===== config.mk =====
export PLATFORM = sky130hd
export DESIGN_NAME = sector_field_accumulator
export DESIGN_NICKNAME = d
export VERILOG_FILES = /design/src/sfa_pkg.sv /design/src/sfa_ram.sv /design/src/sfa_queue.sv /design/src/sfa_front.sv /design/src/sfa_back.sv /design/src/sector_field_accumulator.sv
export SDC_FILE = /design/constraint.sdc
export NUM_CORES = 2
export LEC_CHECK = 0
export BUFFER_PORTS_ARGS = -buffer_cell sky130_fd_sc_hd__buf_4
export CORE_UTILIZATION = 57
export DETAILED_ROUTE_END_ITERATION = 6
export GPL_ROUTABILITY_DRIVEN = 0
export PLACE_DENSITY = 0.73
export SYNTH_ARGS = -nofsm -noshare
export SYNTH_HDL_FRONTEND = slang
export SYNTH_HIERARCHICAL = 1
export SYNTH_SLANG_ARGS = --single-unit

===== constraint.sdc =====
create_clock -name clk -period 9.3 [get_ports clk]
set_input_delay 1.86 -clock clk [delete_from_list [all_inputs] [get_ports clk]]
set_output_delay 1.86 -clock clk [all_outputs]
set_load 0.01 [all_outputs]

===== src/sfa_pkg.sv =====
// ---------------------------------------------------------------------------
// Sector field accumulator package
// Shared widths, codes, configuration type and arithmetic helpers.
// ---------------------------------------------------------------------------
package sfa_pkg;

	// Default sizing
	localparam int NUM_SECTORS_DEF = 8;
	localparam int ACC_WIDTH_DEF   = 40;

	// Field widths
	localparam int MODE_W      = 2;
	localparam int ANGLE_W     = 16;
	localparam int VAL_W       = 16;
	localparam int GSEC_W      = 3;
	localparam int SIDX_W      = 3;
	localparam int SUM_W       = 40;
	localparam int IN_TDATA_W  = 56;
	localparam int IN_TUSER_W  = MODE_W;
	localparam int OUT_TDATA_W = 2 * SUM_W;
	localparam int OUT_TUSER_W = SIDX_W;

	// Configuration port
	localparam int CFG_IDX_W  = 2;
	localparam int CFG_DATA_W = 16;
	localparam int COUNT_W    = 4;

	// Arithmetic
	localparam int PROD_W  = 2 * VAL_W;
	localparam int CSUM_W  = PROD_W + 1;
	localparam int ROOT_W  = VAL_W + 1;
	localparam logic signed [VAL_W-1:0] GAIN_UNITY = 16'sd16384;

	// Queue: kind, sector, real, imaginary
	localparam int KIND_W      = 2;
	localparam int CMD_FIXED_W = KIND_W + 2 * VAL_W;
	localparam int QUEUE_DEPTH = 2;

	typedef enum logic [MODE_W-1:0] {
		MODE_RAY  = 2'd0,
		MODE_GAIN = 2'd1,
		MODE_READ = 2'd2
	} mode_t;

	typedef enum logic [KIND_W-1:0] {
		CMD_RAY  = 2'd0,
		CMD_GAIN = 2'd1,
		CMD_READ = 2'd2
	} cmd_kind_t;

	typedef enum logic [CFG_IDX_W-1:0] {
		REG_SECTOR_COUNT = 2'd0,
		REG_SECTOR_WIDTH = 2'd1,
		REG_MAG_MODE     = 2'd2,
		REG_GAIN_EN      = 2'd3
	} reg_idx_t;

	typedef struct packed {
		logic [COUNT_W-1:0] sector_count;
		logic [ANGLE_W-1:0] sector_width;
		logic               magnitude_mode;
		logic               gain_enable;
	} cfg_t;

	typedef enum logic [1:0] {
		F_IDLE,
		F_EVAL,
		F_SEARCH,
		F_PUSH
	} front_state_t;

	typedef enum logic [2:0] {
		B_IDLE,
		B_MUL,
		B_RND,
		B_SQ,
		B_SQRT,
		B_ACC,
		B_RO_RD,
		B_RO_OUT
	} back_state_t;

	// Index width for a table of n entries
	function automatic int idx_w(input int n);
		return (n > 1) ? $clog2(n) : 1;
	endfunction

	// Sector count clamped to the built table size
	function automatic int active_count(input logic [COUNT_W-1:0] cnt, input int n);
		return (int'(cnt) > n) ? n : int'(cnt);
	endfunction

	// Round a Q4.29 product sum to Q1.15 with saturation
	function automatic logic signed [VAL_W-1:0] round_q15(input logic signed [CSUM_W-1:0] x);
		logic signed [CSUM_W:0] t;
		logic signed [CSUM_W-14:0] sh;
		t  = (CSUM_W+1)'(x) + (CSUM_W+1)'(8192);
		sh = (CSUM_W-13)'(t >>> 14);
		if (sh > (CSUM_W-13)'(32767)) begin
			return 16'sh7fff;
		end else if (sh < -(CSUM_W-13)'(32768)) begin
			return 16'sh8000;
		end
		return sh[VAL_W-1:0];
	endfunction

endpackage


===== src/sfa_ram.sv =====
// ---------------------------------------------------------------------------
// Sector field accumulator RAM
// Generic one-write, one-read memory with a registered read port.
// ---------------------------------------------------------------------------
module sfa_ram #(
	parameter int WIDTH = 32,
	parameter int DEPTH = 8
) (
	input  logic                               clk,
	input  logic                               we,
	input  logic [sfa_pkg::idx_w(DEPTH)-1:0]   waddr,
	input  logic [WIDTH-1:0]                   wdata,
	input  logic [sfa_pkg::idx_w(DEPTH)-1:0]   raddr,
	output logic [WIDTH-1:0]                   rdata
);
	import sfa_pkg::*;

	logic [WIDTH-1:0] mem [DEPTH];
	logic [WIDTH-1:0] rdata_q;

	// Write and registered read
	always_ff @(posedge clk) begin
		if (we) begin
			mem[waddr] <= wdata;
		end
		rdata_q <= mem[raddr];
	end

	assign rdata = rdata_q;

endmodule


===== src/sfa_queue.sv =====
// ---------------------------------------------------------------------------
// Sector field accumulator command queue
// Short FIFO that decouples the classifying front end from the back end.
// ---------------------------------------------------------------------------
module sfa_queue #(
	parameter int WIDTH = 37,
	parameter int DEPTH = sfa_pkg::QUEUE_DEPTH
) (
	input  logic             clk,
	input  logic             arst_n,
	input  logic             push,
	input  logic [WIDTH-1:0] push_data,
	output logic             full,
	input  logic             pop,
	output logic             pop_valid,
	output logic [WIDTH-1:0] pop_data
);
	import sfa_pkg::*;

	localparam int PTR_W = idx_w(DEPTH);
	localparam int CNT_W = $clog2(DEPTH + 1);

	logic [WIDTH-1:0] entry_q [DEPTH];
	logic [PTR_W-1:0] wr_ptr_q;
	logic [PTR_W-1:0] rd_ptr_q;
	logic [CNT_W-1:0] count_q;

	assign full      = (count_q == CNT_W'(DEPTH));
	assign pop_valid = (count_q != '0);
	assign pop_data  = entry_q[rd_ptr_q];

	// Store pushed commands
	always_ff @(posedge clk) begin
		if (push) begin
			entry_q[wr_ptr_q] <= push_data;
		end
	end

	// Advance pointers and occupancy
	always_ff @(posedge clk or negedge arst_n) begin
		if (!arst_n) begin
			wr_ptr_q <= '0;
			rd_ptr_q <= '0;
			count_q  <= '0;
		end else begin
			if (push) begin
				wr_ptr_q <= (wr_ptr_q == PTR_W'(DEPTH - 1)) ? '0 : wr_ptr_q + PTR_W'(1);
			end
			if (pop) begin
				rd_ptr_q <= (rd_ptr_q == PTR_W'(DEPTH - 1)) ? '0 : rd_ptr_q + PTR_W'(1);
			end
			if (push && !pop) begin
				count_q <= count_q + CNT_W'(1);
			end else if (pop && !push) begin
				count_q <= count_q - CNT_W'(1);
			end
		end
	end

endmodule


===== src/sfa_front.sv =====
// ---------------------------------------------------------------------------
// Sector field accumulator front end
// Accepts input items, finds the sector of each ray and queues commands.
// ---------------------------------------------------------------------------
module sfa_front #(
	parameter int NUM_SECTORS = sfa_pkg::NUM_SECTORS_DEF
) (
	input  logic                                   clk,
	input  logic                                   arst_n,
	input  sfa_pkg::cfg_t                          cfg,
	input  logic                                   s_tvalid,
	output logic                                   s_tready,
	// s_tdata: departure_angle[15:0], value_re[31:16], value_im[47:32],
	//          gain_sector[50:48], zero pad[55:51]
	input  logic [sfa_pkg::IN_TDATA_W-1:0]         s_tdata,
	// s_tuser: mode[1:0]
	input  logic [sfa_pkg::IN_TUSER_W-1:0]         s_tuser,
	output logic                                   push,
	output logic [sfa_pkg::CMD_FIXED_W + sfa_pkg::idx_w(NUM_SECTORS)-1:0] push_data,
	input  logic                                   full
);
	import sfa_pkg::*;

	localparam int SEC_W  = idx_w(NUM_SECTORS);
	localparam int CNT_W  = $clog2(NUM_SECTORS + 1);
	localparam int EDGE_W = ANGLE_W + CNT_W;

	front_state_t             state_q, state_d;
	mode_t                    mode_q;
	logic [ANGLE_W-1:0]       angle_q;
	logic [VAL_W-1:0]         re_q;
	logic [VAL_W-1:0]         im_q;
	logic [GSEC_W-1:0]        gsec_q;
	logic [CNT_W-1:0]         k_q;
	logic [EDGE_W-1:0]        bound_q;

	logic                     accept;
	logic                     hit;
	logic                     gain_ok;
	logic                     srch_init;
	logic                     srch_step;
	logic [CNT_W-1:0]         n_act;
	cmd_kind_t                kind;
	logic [SEC_W-1:0]         sec;

	assign accept  = s_tvalid && s_tready;
	assign n_act   = CNT_W'(active_count(cfg.sector_count, NUM_SECTORS));
	assign hit     = (EDGE_W'(angle_q) <= bound_q);
	assign gain_ok = (int'(gsec_q) < NUM_SECTORS);

	// Next state
	always_comb begin
		state_d = state_q;
		case (state_q)
			F_IDLE: begin
				if (accept) begin
					state_d = F_EVAL;
				end
			end
			F_EVAL: begin
				case (mode_q)
					MODE_RAY:  state_d = F_SEARCH;
					MODE_GAIN: state_d = gain_ok ? F_PUSH : F_IDLE;
					MODE_READ: state_d = F_PUSH;
					default:   state_d = F_IDLE;
				endcase
			end
			F_SEARCH: begin
				if (k_q == n_act) begin
					state_d = F_IDLE;
				end else if (hit) begin
					state_d = F_PUSH;
				end
			end
			F_PUSH: begin
				if (!full) begin
					state_d = F_IDLE;
				end
			end
			default: state_d = F_IDLE;
		endcase
	end

	// Outputs of the sequencer
	always_comb begin
		s_tready  = (state_q == F_IDLE);
		push      = (state_q == F_PUSH) && !full;
		srch_init = (state_q == F_EVAL) && (mode_q == MODE_RAY);
		srch_step = (state_q == F_SEARCH) && (k_q != n_act) && !hit;
	end

	// Build the queued command
	always_comb begin
		case (mode_q)
			MODE_GAIN: kind = CMD_GAIN;
			MODE_READ: kind = CMD_READ;
			default:   kind = CMD_RAY;
		endcase
		sec       = (mode_q == MODE_GAIN) ? SEC_W'(gsec_q) : SEC_W'(k_q);
		push_data = {im_q, re_q, sec, kind};
	end

	// Capture the accepted item
	always_ff @(posedge clk) begin
		if (accept) begin
			mode_q  <= mode_t'(s_tuser);
			angle_q <= s_tdata[15:0];
			re_q    <= s_tdata[31:16];
			im_q    <= s_tdata[47:32];
			gsec_q  <= s_tdata[50:48];
		end
	end

	// Sequencer and sector search, one sector edge per cycle
	always_ff @(posedge clk or negedge arst_n) begin
		if (!arst_n) begin
			state_q <= F_IDLE;
			k_q     <= '0;
			bound_q <= '0;
		end else begin
			state_q <= state_d;
			if (srch_init) begin
				k_q     <= '0;
				bound_q <= EDGE_W'(cfg.sector_width);
			end else if (srch_step) begin
				k_q     <= k_q + CNT_W'(1);
				bound_q <= bound_q + EDGE_W'(cfg.sector_width);
			end
		end
	end

endmodule


===== src/sfa_back.sv =====
// ---------------------------------------------------------------------------
// Sector field accumulator back end
// Executes queued commands: gain loads, ray accumulation and readout.
// ---------------------------------------------------------------------------
module sfa_back #(
	parameter int NUM_SECTORS = sfa_pkg::NUM_SECTORS_DEF,
	parameter int ACC_WIDTH   = sfa_pkg::ACC_WIDTH_DEF
) (
	input  logic                                   clk,
	input  logic                                   arst_n,
	input  sfa_pkg::cfg_t                          cfg,
	input  logic                                   q_valid,
	input  logic [sfa_pkg::CMD_FIXED_W + sfa_pkg::idx_w(NUM_SECTORS)-1:0] q_data,
	output logic                                   q_pop,
	output logic                                   m_tvalid,
	input  logic                                   m_tready,
	// m_tdata: sum_re[39:0], sum_im[79:40]
	output logic [sfa_pkg::OUT_TDATA_W-1:0]        m_tdata,
	// m_tuser: sector_index[2:0]
	output logic [sfa_pkg::OUT_TUSER_W-1:0]        m_tuser,
	output logic                                   m_tlast
);
	import sfa_pkg::*;

	localparam int SEC_W = idx_w(NUM_SECTORS);
	localparam int CNT_W = $clog2(NUM_SECTORS + 1);
	localparam logic signed [ACC_WIDTH-1:0] ACC_MAX = {1'b0, {(ACC_WIDTH-1){1'b1}}};
	localparam logic signed [ACC_WIDTH-1:0] ACC_MIN = {1'b1, {(ACC_WIDTH-1){1'b0}}};

	// Saturating accumulate
	function automatic logic signed [ACC_WIDTH-1:0] sat_add(
		input logic signed [ACC_WIDTH-1:0] a,
		input logic signed [ACC_WIDTH-1:0] b
	);
		logic signed [ACC_WIDTH:0] s;
		s = (ACC_WIDTH+1)'(a) + (ACC_WIDTH+1)'(b);
		if (s[ACC_WIDTH] != s[ACC_WIDTH-1]) begin
			return s[ACC_WIDTH] ? ACC_MIN : ACC_MAX;
		end
		return s[ACC_WIDTH-1:0];
	endfunction

	back_state_t                  state_q, state_d;

	// Queue head
	cmd_kind_t                    q_kind;
	logic [SEC_W-1:0]             q_sec;
	logic [VAL_W-1:0]             q_re;
	logic [VAL_W-1:0]             q_im;

	// Working registers
	logic [SEC_W-1:0]             cur_sec_q;
	logic signed [VAL_W-1:0]      vr_q;
	logic signed [VAL_W-1:0]      vi_q;
	logic [2:0]                   step_q;
	logic signed [PROD_W-1:0]     prod_q;
	logic signed [CSUM_W-1:0]     re_acc_q;
	logic signed [CSUM_W-1:0]     im_acc_q;
	logic [PROD_W-1:0]            sq_q;
	logic [PROD_W-1:0]            rem_q;
	logic [PROD_W-1:0]            root_q;
	logic [PROD_W-1:0]            bit_q;
	logic [CNT_W-1:0]             k_q;
	logic [NUM_SECTORS-1:0]       acc_vld_q;
	logic [NUM_SECTORS-1:0]       gain_vld_q;

	// Output register
	logic                         out_vld_q;
	logic [SIDX_W-1:0]            out_idx_q;
	logic [SUM_W-1:0]             out_re_q;
	logic [SUM_W-1:0]             out_im_q;
	logic                         out_last_q;

	// Memories
	logic                         gain_we;
	logic [2*VAL_W-1:0]           gain_rd;
	logic                         acc_we;
	logic [2*ACC_WIDTH-1:0]       acc_wdata;
	logic [2*ACC_WIDTH-1:0]       acc_rd;
	logic [SEC_W-1:0]             rd_addr;

	// Datapath
	logic [CNT_W-1:0]             n_act;
	logic [SEC_W-1:0]             k_sec;
	logic signed [VAL_W-1:0]      gr;
	logic signed [VAL_W-1:0]      gi;
	logic signed [VAL_W-1:0]      mul_a;
	logic signed [VAL_W-1:0]      mul_b;
	logic [PROD_W-1:0]            trial;
	logic signed [ACC_WIDTH-1:0]  old_re;
	logic signed [ACC_WIDTH-1:0]  old_im;
	logic signed [ACC_WIDTH-1:0]  add_re;
	logic signed [ACC_WIDTH-1:0]  new_re;
	logic signed [ACC_WIDTH-1:0]  new_im;
	logic signed [ACC_WIDTH-1:0]  rd_re;
	logic signed [ACC_WIDTH-1:0]  rd_im;
	logic                         out_load;
	logic                         acc_clear;

	assign q_kind = cmd_kind_t'(q_data[KIND_W-1:0]);
	assign q_sec  = q_data[KIND_W+SEC_W-1:KIND_W];
	assign q_re   = q_data[KIND_W+SEC_W+VAL_W-1:KIND_W+SEC_W];
	assign q_im   = q_data[KIND_W+SEC_W+2*VAL_W-1:KIND_W+SEC_W+VAL_W];

	assign n_act = CNT_W'(active_count(cfg.sector_count, NUM_SECTORS));
	assign k_sec = SEC_W'(k_q);

	sfa_ram #(
		.WIDTH (2 * VAL_W),
		.DEPTH (NUM_SECTORS)
	) u_gain_ram (
		.clk   (clk),
		.we    (gain_we),
		.waddr (q_sec),
		.wdata ({q_im, q_re}),
		.raddr (rd_addr),
		.rdata (gain_rd)
	);

	sfa_ram #(
		.WIDTH (2 * ACC_WIDTH),
		.DEPTH (NUM_SECTORS)
	) u_acc_ram (
		.clk   (clk),
		.we    (acc_we),
		.waddr (cur_sec_q),
		.wdata (acc_wdata),
		.raddr (rd_addr),
		.rdata (acc_rd)
	);

	// Next state
	always_comb begin
		state_d = state_q;
		case (state_q)
			B_IDLE: begin
				if (q_valid) begin
					case (q_kind)
						CMD_RAY: begin
							if (cfg.gain_enable) begin
								state_d = B_MUL;
							end else if (cfg.magnitude_mode) begin
								state_d = B_SQ;
							end else begin
								state_d = B_ACC;
							end
						end
						CMD_READ: state_d = B_RO_RD;
						default:  state_d = B_IDLE;
					endcase
				end
			end
			B_MUL: begin
				if (step_q == 3'd4) begin
					state_d = B_RND;
				end
			end
			B_RND:    state_d = cfg.magnitude_mode ? B_SQ : B_ACC;
			B_SQ: begin
				if (step_q == 3'd2) begin
					state_d = B_SQRT;
				end
			end
			B_SQRT: begin
				if (bit_q[0]) begin
					state_d = B_ACC;
				end
			end
			B_ACC:    state_d = B_IDLE;
			B_RO_RD:  state_d = (k_q == n_act) ? B_IDLE : B_RO_OUT;
			B_RO_OUT: begin
				if (!out_vld_q || m_tready) begin
					state_d = B_RO_RD;
				end
			end
			default:  state_d = B_IDLE;
		endcase
	end

	// Sequencer outputs
	always_comb begin
		q_pop     = (state_q == B_IDLE) && q_valid;
		gain_we   = q_pop && (q_kind == CMD_GAIN);
		acc_we    = (state_q == B_ACC);
		out_load  = (state_q == B_RO_OUT) && (!out_vld_q || m_tready);
		acc_clear = (state_q == B_RO_RD) && (k_q == n_act);
		case (state_q)
			B_IDLE:   rd_addr = q_sec;
			B_RO_RD,
			B_RO_OUT: rd_addr = k_sec;
			default:  rd_addr = cur_sec_q;
		endcase
	end

	// Gain with unity default for entries never loaded
	assign gr = gain_vld_q[cur_sec_q] ? gain_rd[VAL_W-1:0] : GAIN_UNITY;
	assign gi = gain_vld_q[cur_sec_q] ? gain_rd[2*VAL_W-1:VAL_W] : '0;

	// Shared multiplier operand select
	always_comb begin
		mul_a = vr_q;
		mul_b = vr_q;
		if (state_q == B_MUL) begin
			case (step_q)
				3'd0: begin
					mul_a = gr;
					mul_b = vr_q;
				end
				3'd1: begin
					mul_a = gi;
					mul_b = vi_q;
				end
				3'd2: begin
					mul_a = gr;
					mul_b = vi_q;
				end
				default: begin
					mul_a = gi;
					mul_b = vr_q;
				end
			endcase
		end else if (state_q == B_SQ && step_q != 3'd0) begin
			mul_a = vi_q;
			mul_b = vi_q;
		end
	end

	assign trial = root_q + bit_q;

	// Accumulator update
	always_comb begin
		old_re    = acc_vld_q[cur_sec_q] ? acc_rd[ACC_WIDTH-1:0] : '0;
		old_im    = acc_vld_q[cur_sec_q] ? acc_rd[2*ACC_WIDTH-1:ACC_WIDTH] : '0;
		add_re    = cfg.magnitude_mode ? ACC_WIDTH'(root_q[ROOT_W-1:0]) : ACC_WIDTH'(vr_q);
		new_re    = sat_add(old_re, add_re);
		new_im    = cfg.magnitude_mode ? old_im : sat_add(old_im, ACC_WIDTH'(vi_q));
		acc_wdata = {new_im, new_re};
	end

	// Readout data, zero for sectors untouched since the last clear
	assign rd_re = acc_vld_q[k_sec] ? acc_rd[ACC_WIDTH-1:0] : '0;
	assign rd_im = acc_vld_q[k_sec] ? acc_rd[2*ACC_WIDTH-1:ACC_WIDTH] : '0;

	// Datapath registers
	always_ff @(posedge clk) begin
		prod_q <= mul_a * mul_b;
		if (q_pop) begin
			cur_sec_q <= q_sec;
			vr_q      <= q_re;
			vi_q      <= q_im;
		end
		// Complex gain product, one partial product per cycle
		if (state_q == B_MUL) begin
			case (step_q)
				3'd1:    re_acc_q <= CSUM_W'(prod_q);
				3'd2:    re_acc_q <= re_acc_q - CSUM_W'(prod_q);
				3'd3:    im_acc_q <= CSUM_W'(prod_q);
				3'd4:    im_acc_q <= im_acc_q + CSUM_W'(prod_q);
				default: ;
			endcase
		end
		if (state_q == B_RND) begin
			vr_q <= round_q15(re_acc_q);
			vi_q <= round_q15(im_acc_q);
		end
		// Sum of squares, then seed the square root
		if (state_q == B_SQ) begin
			if (step_q == 3'd1) begin
				sq_q <= prod_q;
			end else if (step_q == 3'd2) begin
				rem_q  <= sq_q + prod_q;
				root_q <= '0;
				bit_q  <= PROD_W'(1) << (PROD_W - 2);
			end
		end
		// One result bit per cycle
		if (state_q == B_SQRT) begin
			if (rem_q >= trial) begin
				rem_q  <= rem_q - trial;
				root_q <= (root_q >> 1) + bit_q;
			end else begin
				root_q <= root_q >> 1;
			end
			bit_q <= bit_q >> 2;
		end
		if (out_load) begin
			out_idx_q  <= SIDX_W'(k_q);
			out_re_q   <= SUM_W'(rd_re);
			out_im_q   <= cfg.magnitude_mode ? '0 : SUM_W'(rd_im);
			out_last_q <= ((k_q + CNT_W'(1)) == n_act);
		end
	end

	// Control registers
	always_ff @(posedge clk or negedge arst_n) begin
		if (!arst_n) begin
			state_q    <= B_IDLE;
			step_q     <= '0;
			k_q        <= '0;
			acc_vld_q  <= '0;
			gain_vld_q <= '0;
			out_vld_q  <= 1'b0;
		end else begin
			state_q <= state_d;
			if (q_pop || state_q == B_RND || state_d != state_q) begin
				step_q <= '0;
			end else if (state_q == B_MUL || state_q == B_SQ) begin
				step_q <= step_q + 3'd1;
			end
			if (q_pop) begin
				k_q <= '0;
			end else if (out_load) begin
				k_q <= k_q + CNT_W'(1);
			end
			if (gain_we) begin
				gain_vld_q[q_sec] <= 1'b1;
			end
			if (acc_clear) begin
				acc_vld_q <= '0;
			end else if (acc_we) begin
				acc_vld_q[cur_sec_q] <= 1'b1;
			end
			if (out_load) begin
				out_vld_q <= 1'b1;
			end else if (m_tready) begin
				out_vld_q <= 1'b0;
			end
		end
	end

	assign m_tvalid = out_vld_q;
	assign m_tdata  = {out_im_q, out_re_q};
	assign m_tuser  = out_idx_q;
	assign m_tlast  = out_last_q;

endmodule


===== src/sector_field_accumulator.sv =====
// ---------------------------------------------------------------------------
// Sector field accumulator
// Bins rays by departure angle into sectors and accumulates field sums.
// ---------------------------------------------------------------------------
// Items are taken one at a time by the front end, which finds a ray's sector
// by testing one sector edge per cycle and queues the command in a two-entry
// queue. In coherent mode the back end adds a ray's value straight into its
// sector's sum; with gain enabled it first forms four partial products on one
// shared 16x16 multiplier plus rounding, in magnitude mode it forms two squares
// and a 16-step square root, and with both it does both. A gain load is written
// as its command is popped; a readout visits each active sector in turn and
// waits while the output register is stalled. Front and back work on different
// items at once, so the sustained rate is set by the slower of the two.
module sector_field_accumulator #(
	parameter int NUM_SECTORS = sfa_pkg::NUM_SECTORS_DEF,
	parameter int ACC_WIDTH   = sfa_pkg::ACC_WIDTH_DEF
) (
	input  logic                            clk,
	input  logic                            arst_n,
	// Configuration writes
	input  logic                            cfg_valid,
	output logic                            cfg_ready,
	input  logic [sfa_pkg::CFG_IDX_W-1:0]   cfg_index,
	input  logic [sfa_pkg::CFG_DATA_W-1:0]  cfg_data,
	// Input items
	input  logic                            s_tvalid,
	output logic                            s_tready,
	// s_tdata: departure_angle[15:0], value_re[31:16], value_im[47:32],
	//          gain_sector[50:48], zero pad[55:51]
	input  logic [sfa_pkg::IN_TDATA_W-1:0]  s_tdata,
	// s_tuser: mode[1:0]
	input  logic [sfa_pkg::IN_TUSER_W-1:0]  s_tuser,
	// Result items
	output logic                            m_tvalid,
	input  logic                            m_tready,
	// m_tdata: sum_re[39:0], sum_im[79:40]
	output logic [sfa_pkg::OUT_TDATA_W-1:0] m_tdata,
	// m_tuser: sector_index[2:0]
	output logic [sfa_pkg::OUT_TUSER_W-1:0] m_tuser,
	output logic                            m_tlast
);
	import sfa_pkg::*;

	localparam int CMD_W = CMD_FIXED_W + idx_w(NUM_SECTORS);

	cfg_t             cfg_q;
	logic             push;
	logic [CMD_W-1:0] push_data;
	logic             full;
	logic             pop;
	logic             pop_valid;
	logic [CMD_W-1:0] pop_data;

	assign cfg_ready = 1'b1;

	// Configuration registers
	always_ff @(posedge clk or negedge arst_n) begin
		if (!arst_n) begin
			cfg_q.sector_count   <= COUNT_W'(8);
			cfg_q.sector_width   <= ANGLE_W'(8192);
			cfg_q.magnitude_mode <= 1'b0;
			cfg_q.gain_enable    <= 1'b0;
		end else if (cfg_valid && cfg_ready) begin
			case (reg_idx_t'(cfg_index))
				REG_SECTOR_COUNT: cfg_q.sector_count   <= cfg_data[COUNT_W-1:0];
				REG_SECTOR_WIDTH: cfg_q.sector_width   <= cfg_data[ANGLE_W-1:0];
				REG_MAG_MODE:     cfg_q.magnitude_mode <= cfg_data[0];
				REG_GAIN_EN:      cfg_q.gain_enable    <= cfg_data[0];
				default:          ;
			endcase
		end
	end

	sfa_front #(
		.NUM_SECTORS (NUM_SECTORS)
	) u_front (
		.clk       (clk),
		.arst_n    (arst_n),
		.cfg       (cfg_q),
		.s_tvalid  (s_tvalid),
		.s_tready  (s_tready),
		.s_tdata   (s_tdata),
		.s_tuser   (s_tuser),
		.push      (push),
		.push_data (push_data),
		.full      (full)
	);

	sfa_queue #(
		.WIDTH (CMD_W),
		.DEPTH (QUEUE_DEPTH)
	) u_queue (
		.clk       (clk),
		.arst_n    (arst_n),
		.push      (push),
		.push_data (push_data),
		.full      (full),
		.pop       (pop),
		.pop_valid (pop_valid),
		.pop_data  (pop_data)
	);

	sfa_back #(
		.NUM_SECTORS (NUM_SECTORS),
		.ACC_WIDTH   (ACC_WIDTH)
	) u_back (
		.clk      (clk),
		.arst_n   (arst_n),
		.cfg      (cfg_q),
		.q_valid  (pop_valid),
		.q_data   (pop_data),
		.q_pop    (pop),
		.m_tvalid (m_tvalid),
		.m_tready (m_tready),
		.m_tdata  (m_tdata),
		.m_tuser  (m_tuser),
		.m_tlast  (m_tlast)
	);

endmodule


==> flow_summary.yaml <==
cells_and_area:
  area_growth_pct: 10.7
  final_nets: 7204
  fin_cells: 8525
  fin_util_pct: 63.6
  fill_cells: 10572
  drive_above_1_share_pct: 15.1
min_path:
  worstHoldStart: "u_front/re_q[1]"
  hp-class: "reg -> reg"
  whs_path_depth: 0
  whs_endpoint: "u_queue/entry_q[0][6]"
logic_synthesis:
  synth.area.top_cells: "edfxtp_1 47%, fa_1 6.5%, ha_1 5.6%, mux4_2 5.1%, dfxtp_1 4.3%"
  syn_nets: 7010
  synth_edf_count: 1287
  synth.distinct_cells: 111
  yosysWarnings: 6
  syn_area_sq_um: 82500
  syn_inst: 6291
  synth_seq_cells: 1543
  ys.flop_type: "edfxtp_1"
  synth_top_area_share_pct: 46.8
  synth-seq-area-share_pct: 53.5
  synth.avg_cell_area_sq_um: 13.1
  synth_top_cells_by_count: "1287 x edfxtp_1, 461 x nand2_1, 454 x inv_1, 408 x nor2_1, 369 x ha_1"
  post-synth-top-count-cell: "edfxtp_1"
  async_flop_share_pct: 5.12
  synth_top_area_cell: "edfxtp_1"
worst_setup_path:
  end_kind: "register"
  worstPathArrival_ns: 9.34
  cpMostUsedCell: "fa_1"
  cp-start-kind: "register"
  cp_num_buf_inv: 5
  worstReg2RegEnd: "u_back/prod_q[25]"
  r2r-start: "u_back/step_q[1]"
  worstPathMaxFanout: 16
  critPathTopFamily: "adder cells"
  critPathMaxStageDelay_ns: 0.57
  critPathRequiredTime_ns: 10.00
  r2r_slack_ns: 0.66
  slowest_stage: "a21oi_1"
  r2r_cells: 29
  critPathKind: "reg -> reg"
floorplanning:
  start_util_pct: 57.4
  die_w_um: 382
  row_count: 139
  io-pin-count: 168
  die_h_um: 382
  dieArea_sq_um: 146000
  core-area_sq_um: 144000
global_route:
  grt.busiest_layer: "met2"
  grt_max_degree: 126
  antenna_found_initial: 0
  grt_util_all_layers_pct: 26.8
  grt_pass1_wl_um: 301000
  grt-ovfl-total: 0
  grt_pass1_vias: 51976
  grt_util_met2_pct: 42.6
  grt.met1_usage_pct: 37.5
  met3_usage_pct: 4.25
clock_tree:
  cts_setup_buffers: 0
  clkLatencyLatePin_ns: 0.81
  ctsResizeCount: 0
  htree_levels: 4
  numCtsBuffers: 157
  cts_hold_buf: 0
  clock-sinks: 1543
  cts_root_buffer: "clkbuf_16"
  clk_pin_slew_worst_paths_ns: 0.06
  clk_path_buf_depth: 3
  cts_tree: "built"
timing:
  skew_ns: 0.0548
  slew_headroom_pct: 20.9
  drv_slew: 0
  period_needed_ns: 8.64
  setup_tns_ns: 0
  rsz0062_at_grt: "false"
  setup_viol: 0
  fmax_ghz: 0.116
  fin_crit_sh_pct: 92.9
  hold_viol: 0
  tightest_slew_ns: 1.19
placement:
  port_buffers: 161
  placed_cells: 8229
  place_hpwl_um: 130000
flow_run:
  maxCapViolCount: 0
status:
  violations: "design-rule violations"
  status: "complete, but fails checks"
routing:
  drt-total-wl_um: 194000
  via_count: 52208
  dr.first_iter.drc_count: 4798
  wire_per_inst_um: 22.8
  vias_per_cell: 6.12
  ant_nets: 0
  drc: 18
  dr.pass1.iters: 7
## metrics by stage
step,worst slack (ns),cell area [sq um],hold slack [ns]
final,0.657,91400,0.445
after global routing,0.256,91400,0.450
after CTS,0.785,91400,0.444
after detailed placement,0.866,86000,0.429
after global placement,0.993,86000,0.422
after floorplan,0.221,82500,0.421
## kinds of logic after synthesis
logic type      count (synthesis)  synth area share [%]
mux                           482                  9.94
buf+inv                       683                  3.43
simple gates                 1418                  8.12
fa+ha+maj                     651                  12.3
flops                        1543                  53.5
other cells                     1               0.00455
compound gates               1198                  9.32
xor+xnor                      315                  3.37
## how the worst max path moves through the flow
stage                 startpoint                end  cells past startpoint
6_report        u_back/step_q[1]  u_back/prod_q[25]                     29
5_1_grt         u_back/step_q[1]  u_back/prod_q[31]                     29
4_1_cts         u_back/step_q[1]  u_back/prod_q[25]                     29
3_5_place_dp    u_back/step_q[1]  u_back/prod_q[25]                     29
3_3_place_gp    u_back/step_q[0]  u_back/prod_q[25]                     29
2_1_floorplan  u_back/state_q[0]  u_back/prod_q[30]                     31
## metal layers
metal  share of wire, %  up-vias
met5                  0        -
met4                3.5        0
met3                8.0      354
met2                 47     2068
met1                 41    26262
li1                   -    23524
## worst register-to-register path, delay by kind of cell (launching register included)
| family | cells | cell delay, ns |
|---|---|---|
| adder cells (fa/ha/maj) | 8 | 3.68 |
| XOR/XNOR | 1 | 0.13 |
| flip-flops | 1 | 0.40 |
| AND/OR/NAND/NOR | 7 | 1.03 |
| AO/OA/AOI/OAI | 8 | 2.72 |
| buffers and inverters | 5 | 0.54 |
## area by class of cell
| cell class | instances | area, sq um | share of cell area (%) |
|---|---|---|---|
| clock inverters | 72 | 1030 | 1.13 |
| repair buffers | 264 | 2010 | 2.20 |
| inverters | 454 | 1700 | 1.87 |
| diodes | 2 | 5.00 | 0.00548 |
| flip-flops and latches | 1543 | 44200 | 48.4 |
| well taps | 1903 | 2380 | 2.61 |
| clock buffers | 222 | 4310 | 4.72 |
| multi-input cells | 4065 | 35700 | 39.1 |
## registers in the layout, summed over array words and instances, names as in the netlist, 20 cells and up
signal and cells:
u_back/im_acc_q 33, u_back/out_re_q 40, u_back/out_im_q 40, u_back/u_acc_ram/mem 640
u_back/root_q 32, cfg_q 22, u_back/rem_q 32, u_front/bound_q 20
u_back/u_acc_ram/rdata 80, u_back/re_acc_q 33, u_queue/entry_q 74, u_back/sq_q 32
u_back/prod_q 32, u_back/u_gain_ram/rdata 32, u_back/u_gain_ram/mem 256
## layout by cell type (no fill, tap or decap), drive strengths merged, types with 57 or more instances in the layout
cell type,n
a211oi,64
a21o,127
a21oi,359
a31oi,58
and2,113
buf,264
clkbuf,222
dfrtp,77
dfxtp,177
edfxtp,1287
fa,269
ha,369
inv,459
mux2,209
mux4,228
nand2,461
nand2b,57
nand3,69
nor2,411
nor2b,86
o21ai,268
xnor2,186
xor2,129
Power is left out: the tool's default activity adds up to more than one toggle a clock period on the data nets, which glitch-free logic cannot reach.
